File: config.mk
export PLATFORM = sky130hd
export DESIGN_NAME = aarm_cordic
export DESIGN_NICKNAME = d
export VERILOG_FILES = /design/src/rtl/aarm_pkg.sv /design/src/rtl/aarm_cordic.sv
export SDC_FILE = /design/constraint.sdc
export NUM_CORES = 2
export LEC_CHECK = 0
export BUFFER_PORTS_ARGS = -buffer_cell sky130_fd_sc_hd__buf_2
export CORE_ASPECT_RATIO = 0.5
export CORE_MARGIN = 4
export CORE_UTILIZATION = 50
export CTS_CLUSTER_SIZE = 30
export DETAILED_ROUTE_END_ITERATION = 6
export PLACE_DENSITY = 0.77
export SYNTH_ARGS = -nofsm -noshare
export SYNTH_HDL_FRONTEND = slang
export SYNTH_SLANG_ARGS = --single-unit
File: constraint.sdc
create_clock -name clk -period 14.55 [get_ports clk]
set_clock_uncertainty 0.15 [all_clocks]
set_input_delay 3.6375 -clock clk [delete_from_list [all_inputs] [get_ports clk]]
set_output_delay 3.6375 -clock clk [all_outputs]
set_load 0.02 [all_outputs]
File: src/rtl/aarm_pkg.sv
// ----------------------------------------------------------------------------
// aarm_pkg
// Shared constants and helpers for the axis-angle rotation matrix core.
// ----------------------------------------------------------------------------
package aarm_pkg;

  localparam int AXIS_W  = 16;
  localparam int OUT_W   = 18;
  localparam int CORD_W  = 34;
  localparam int CORD_FB = 30;
  localparam logic signed [CORD_W-1:0] CORDIC_GAIN = 34'sd652032874;

  function automatic logic [31:0] atan_lut(input int unsigned i);
    logic [31:0] r;
    begin
      unique case (i)
        0:  r = 32'h20000000; 1:  r = 32'h12E4051E; 2:  r = 32'h09FB385B;
        3:  r = 32'h051111D4; 4:  r = 32'h028B0D43; 5:  r = 32'h0145D7E1;
        6:  r = 32'h00A2F61E; 7:  r = 32'h00517C55; 8:  r = 32'h0028BE53;
        9:  r = 32'h00145F2F; 10: r = 32'h000A2F98; 11: r = 32'h000517CC;
        12: r = 32'h00028BE6; 13: r = 32'h000145F3; 14: r = 32'h0000A2FA;
        15: r = 32'h0000517D; 16: r = 32'h000028BE; 17: r = 32'h0000145F;
        18: r = 32'h00000A30; 19: r = 32'h00000518; 20: r = 32'h0000028C;
        21: r = 32'h00000146; 22: r = 32'h000000A3; 23: r = 32'h00000051;
        24: r = 32'h00000029; 25: r = 32'h00000014; 26: r = 32'h0000000A;
        27: r = 32'h00000005; 28: r = 32'h00000003; 29: r = 32'h00000001;
        30: r = 32'h00000001;
        default: r = 32'h00000000;
      endcase
      return r;
    end
  endfunction

  function automatic logic signed [OUT_W-1:0] sat_out(input logic signed [47:0] v);
    logic signed [OUT_W-1:0] r;
    begin
      if (v > 48'sd131071) r = 18'sd131071;
      else if (v < -48'sd131072) r = -18'sd131072;
      else r = v[OUT_W-1:0];
      return r;
    end
  endfunction

endpackage

File: src/rtl/aarm_cordic.sv
// ----------------------------------------------------------------------------
// aarm_cordic
// Unrolled CORDIC rotation pipeline, one register stage per step, with the
// axis carried alongside. Emits quadrant-corrected cosine and sine.
// ----------------------------------------------------------------------------
module aarm_cordic #(
  parameter int ANGLE_WIDTH   = 16,
  parameter int FRAC_BITS     = 14,
  parameter int CORDIC_STAGES = 16
) (
  input  logic                                 clk,
  input  logic                                 rst_n,
  input  logic                                 adv,
  input  logic                                 in_v,
  input  logic [15:0]                          angle,
  input  logic signed [aarm_pkg::AXIS_W-1:0]   ax_i,
  input  logic signed [aarm_pkg::AXIS_W-1:0]   ay_i,
  input  logic signed [aarm_pkg::AXIS_W-1:0]   az_i,
  output logic                                 out_v,
  output logic signed [FRAC_BITS+1:0]          c_o,
  output logic signed [FRAC_BITS+1:0]          s_o,
  output logic signed [aarm_pkg::AXIS_W-1:0]   ax_o,
  output logic signed [aarm_pkg::AXIS_W-1:0]   ay_o,
  output logic signed [aarm_pkg::AXIS_W-1:0]   az_o
);
  import aarm_pkg::*;

  localparam int N  = CORDIC_STAGES;
  localparam int SH = CORD_FB - FRAC_BITS;

  logic                     v_r  [N+1];
  logic signed [CORD_W-1:0] x_r  [N+1];
  logic signed [CORD_W-1:0] y_r  [N+1];
  logic signed [CORD_W-1:0] z_r  [N+1];
  logic [1:0]               q_r  [N+1];
  logic signed [AXIS_W-1:0] ax_r [N+1];
  logic signed [AXIS_W-1:0] ay_r [N+1];
  logic signed [AXIS_W-1:0] az_r [N+1];

  logic [ANGLE_WIDTH-1:0] ang;
  logic [31:0]            zin;

  assign ang = ANGLE_WIDTH'({16'd0, angle});
  assign zin = {2'b00, ang[ANGLE_WIDTH-3:0], {(32-ANGLE_WIDTH){1'b0}}};

  always_ff @(posedge clk) begin
    if (!rst_n) v_r[0] <= 1'b0;
    else if (adv) v_r[0] <= in_v;
    if (adv) begin
      x_r[0]  <= CORDIC_GAIN;
      y_r[0]  <= '0;
      z_r[0]  <= CORD_W'({2'b00, zin});
      q_r[0]  <= ang[ANGLE_WIDTH-1 -: 2];
      ax_r[0] <= ax_i;
      ay_r[0] <= ay_i;
      az_r[0] <= az_i;
    end
  end

  for (genvar i = 0; i < N; i++) begin : g_step
    logic signed [CORD_W-1:0] dx, dy, at;
    assign dx = x_r[i] >>> ((i < 32) ? i : 31);
    assign dy = y_r[i] >>> ((i < 32) ? i : 31);
    assign at = CORD_W'(atan_lut(i % 32));
    always_ff @(posedge clk) begin
      if (!rst_n) v_r[i+1] <= 1'b0;
      else if (adv) v_r[i+1] <= v_r[i];
      if (adv) begin
        if (!z_r[i][CORD_W-1]) begin
          x_r[i+1] <= x_r[i] - dy;
          y_r[i+1] <= y_r[i] + dx;
          z_r[i+1] <= z_r[i] - at;
        end else begin
          x_r[i+1] <= x_r[i] + dy;
          y_r[i+1] <= y_r[i] - dx;
          z_r[i+1] <= z_r[i] + at;
        end
        q_r[i+1]  <= q_r[i];
        ax_r[i+1] <= ax_r[i];
        ay_r[i+1] <= ay_r[i];
        az_r[i+1] <= az_r[i];
      end
    end
  end

  logic signed [CORD_W-1:0] cq, sq;
  logic signed [CORD_W-1:0] cr, sr;
  logic signed [CORD_W-1:0] one_w;

  always_comb begin
    unique case (q_r[N])
      2'd0:    begin cq = x_r[N];  sq = y_r[N];  end
      2'd1:    begin cq = -y_r[N]; sq = x_r[N];  end
      2'd2:    begin cq = -x_r[N]; sq = -y_r[N]; end
      default: begin cq = y_r[N];  sq = -x_r[N]; end
    endcase
    one_w = CORD_W'(1) <<< FRAC_BITS;
    cr = (cq + (CORD_W'(1) <<< (SH - 1))) >>> SH;
    sr = (sq + (CORD_W'(1) <<< (SH - 1))) >>> SH;
    if (cr > one_w) cr = one_w;
    if (cr < -one_w) cr = -one_w;
    if (sr > one_w) sr = one_w;
    if (sr < -one_w) sr = -one_w;
  end

  always_ff @(posedge clk) begin
    if (!rst_n) out_v <= 1'b0;
    else if (adv) out_v <= v_r[N];
    if (adv) begin
      c_o  <= cr[FRAC_BITS+1:0];
      s_o  <= sr[FRAC_BITS+1:0];
      ax_o <= ax_r[N];
      ay_o <= ay_r[N];
      az_o <= az_r[N];
    end
  end

endmodule

==> out/results.ini <==
[drt]
antenna_left=0
drt_pre_antenna_iters=7
route.final.wire_length_um=303600
via_density_per_instance=5.688
drc=0
initial_drc_count=7031
route.vias.total=99190
avgRoutedWirePerCell_um=17.41

[clocking]
clock-sinks=2343
ctsLongestPathBuffers=4
htreeDepth=4
clk_latency_ps=900
clk_transition_reported_paths_ps=70
cts_made_buffers=219
cts_hold_buf=0
clk_root_buffer_cell=sky130_fd_sc_hd__clkbuf_16
post_cts_buffers=0
postCtsResizedCells=0
tritoncts=yes

[floorplanning]
top_level_ports=149
core_um2=291100
start_util_pct=50.22
chipHeight_um=390.4
placement_rows=140
floorplan.die_area_um2=301600
die_width_um=772.7

[sta]
final-hold-violation-count=0
slew_headroom_pct=17.89
rsz0062_at_grt=no
worst_slew_pin_slew_ps=1220
timing.final.setup_violations=0
max_clock_freq_ghz=0.1082
post-route-period-util_pct=63.52
totalNegativeSetupSlack_ps=0
slew_viol_final=0
final_period_demand_of_the_worst_path_ps=9242

[logic_synthesis]
synthesis.area_um2=146200
ys_seq_area_share_pct=48.11
synth.lib_cells_used.distinct=101
syn_inst=13130
ys.warnings.count=0
synth.ff_latch_count=2343
syn_avg_cell_area_um2=11.13
synth_enable_flop_cells=2341
async_flop_share_pct=0
synth_ff_type=sky130_fd_sc_hd__edfxtp_1

[finish]
antenna_cells_inserted=0
filler_cell_count=24350
syn2layout_area_growth_pct=8.629
regArea_um2=70340
final_nets=14800
post_layout_nonfiller_instances=17440
multi_input_logic_area_um2=73360
drive_gt1_share_pct=5.513

[run_status]
outcome=finished, final reports clean

[critical_path]
worstSetupStartpointType=primary input
worst_ep_arrival_time_ps=9740
setup.worst_path.end_class=flip-flop
timing_worst_setup_path_type=in -> reg
timing.critical_path.required_ps=15050
worst-path-max-fanout=88

[place]
dpl.cell_count=17050
gp_congestion=0.9441
dp.final_hpwl_um=228300
place.port_buffers=148

[flow_run]
timing.max_cap.violations=0

[worst_hold_path]
holdCritPathClass=reg -> reg

[global_route]
grt_pass1_wl_um=492700
grt_antenna_before_repair=0
grt_start_max_net_pins=159
total_overflow_reported_by_the_global_router=0
grt_util_all_layers_pct=19.71
first_global_vias=95810

-- worst paths after layout --
path / to / slack (ps) / depth (start not counted) / startpoint
hold reg to reg: ax_r[9][3]$_DFFE_PP_ / 200 / 0 / ax_r[8][3]$_DFFE_PP_
setup / recovery: y_r[12][33]$_DFFE_PP_ / 5310 / 20 / adv
hold / removal: ax_r[9][3]$_DFFE_PP_ / 200 / 0 / ax_r[8][3]$_DFFE_PP_
setup reg to reg: y_r[8][33]$_DFFE_PP_ / 8360 / 17 / x_r[7][7]$_DFFE_PP_
-- per-layer routing --
| metal | GRT usage, % | up-vias | share of wire, % |
|---|---|---|---|
| met5 | 0 | - | 0 |
| met3 | 2.404 | 673 | 4.2 |
| met4 | 7.330 | 0 | 4.1 |
| met1 | 26.40 | 46410 | 45 |
| met2 | 32.97 | 2285 | 47 |
| li1 | - | 49810 | - |
-- logic make-up after synthesis --
logic type / after synthesis / synth area share, %
AOI/OAI and AO/OA: 3523 / 15.48
other: 1 / 0.002565
muxes: 142 / 1.121
adders and majority gates: 1363 / 11.85
xor gates and xnor gates: 1764 / 10.57
DFF: 2343 / 48.11
buffers and inverters: 665 / 1.718
and+or+nand+nor: 3331 / 11.15
-- flip-flops by register name, indices dropped and copies added, names as in the netlist, 17 cells and up --
signal	count
x_r	475
y_r	477
ax_r	272
q_r	34
z_r	443
az_r	272
v_r	17
ay_r	272
-- synth_stat cells, types with 59 or more instances --
master | count | area, um^2
sky130_fd_sc_hd__a211oi_1 | 118 | 885.9
sky130_fd_sc_hd__a21o_1 | 496 | 3724
sky130_fd_sc_hd__a21oi_1 | 1159 | 5801
sky130_fd_sc_hd__a31oi_1 | 118 | 738.2
sky130_fd_sc_hd__and2_1 | 62 | 387.9
sky130_fd_sc_hd__and3_1 | 125 | 782.0
sky130_fd_sc_hd__clkbuf_1 | 168 | 630.6
sky130_fd_sc_hd__edfxtp_1 | 2341 | 70300
sky130_fd_sc_hd__ha_1 | 1327 | 16600
sky130_fd_sc_hd__inv_1 | 446 | 1674
sky130_fd_sc_hd__mux2i_1 | 85 | 850.8
sky130_fd_sc_hd__nand2_1 | 737 | 2766
sky130_fd_sc_hd__nand2b_1 | 228 | 1426
sky130_fd_sc_hd__nand3_1 | 216 | 1081
sky130_fd_sc_hd__nand4_1 | 69 | 431.7
sky130_fd_sc_hd__nor2_1 | 945 | 3547
sky130_fd_sc_hd__nor2b_1 | 161 | 1007
sky130_fd_sc_hd__nor3_1 | 335 | 1677
sky130_fd_sc_hd__nor4_1 | 86 | 538.0
sky130_fd_sc_hd__o211ai_1 | 59 | 442.9
sky130_fd_sc_hd__o21a_1 | 193 | 1449
sky130_fd_sc_hd__o21ai_0 | 600 | 3003
sky130_fd_sc_hd__o21bai_1 | 142 | 1066
sky130_fd_sc_hd__o31ai_1 | 128 | 960.9
sky130_fd_sc_hd__o41ai_1 | 60 | 525.5
sky130_fd_sc_hd__or2_2 | 62 | 387.9
sky130_fd_sc_hd__or3_1 | 127 | 794.5
sky130_fd_sc_hd__xnor2_1 | 1185 | 10380
sky130_fd_sc_hd__xor2_1 | 579 | 5071
-- through the flow --
stage / hold slack, ps / instance area, um^2 / util (%) / setup WS (ps)
detailed placement: 254.5 / 151600 / 52.09 / 4555
global route: 188.7 / 158800 / 54.55 / 4827
CTS: 186.4 / 158800 / 54.55 / 5480
global placement: 250.0 / 151600 / 52.09 / 4432
finish: 203.1 / 158800 / 54.55 / 5308
floorplan: 250.3 / 146200 / - / 5920
-- cells in the final DEF (no fill, tap or decap), drive strengths merged, types with 59 or more instances in the layout --
cell type / count
a21oi: 1162
o41ai: 60
nor2b: 162
nor3: 338
nor4: 88
clkbuf: 260
nand3: 216
nand2b: 228
or3: 127
o211ai: 59
nor2: 949
o21a: 193
buf: 225
o31ai: 128
o21ai: 603
and2: 62
inv: 454
a21o: 496
a211oi: 120
xor2: 579
edfxtp: 2341
a31oi: 118
o21bai: 142
nand4: 70
clkinv: 79
and3: 125
mux2i: 85
or2: 63
ha: 1327
nand2: 738
xnor2: 1185
-- final cells by class --
cell class              instances  share of cell area [%]
repair buffers                225                  0.8635
clock buffers                 260                   3.561
well taps                    3905                   3.077
clock inverters               128                  0.9494
multi-input cells           10130                   46.19
flip-flops and latches       2343                   44.29
inverters                     451                   1.066
-- worst max-delay path, cell delays in order --
cell and delay, ps:
sky130_fd_sc_hd__buf_12 270, sky130_fd_sc_hd__buf_4 730, sky130_fd_sc_hd__nand2_1 100, sky130_fd_sc_hd__buf_4 300
sky130_fd_sc_hd__inv_2 120, sky130_fd_sc_hd__buf_4 570, sky130_fd_sc_hd__nor2_1 110, sky130_fd_sc_hd__xnor2_1 160
sky130_fd_sc_hd__ha_1 340, sky130_fd_sc_hd__o21ai_0 120, sky130_fd_sc_hd__a21boi_0 160, sky130_fd_sc_hd__o21ai_0 330
sky130_fd_sc_hd__a211oi_1 180, sky130_fd_sc_hd__o311ai_0 470, sky130_fd_sc_hd__o21ai_0 280, sky130_fd_sc_hd__a2111oi_0 730
sky130_fd_sc_hd__o311ai_0 370, sky130_fd_sc_hd__a31o_2 310, sky130_fd_sc_hd__a21oi_1 180, sky130_fd_sc_hd__xnor2_1 80
Power is left out: the tool's default activity adds up to more than one toggle a clock period on the data nets, which glitch-free logic cannot reach.
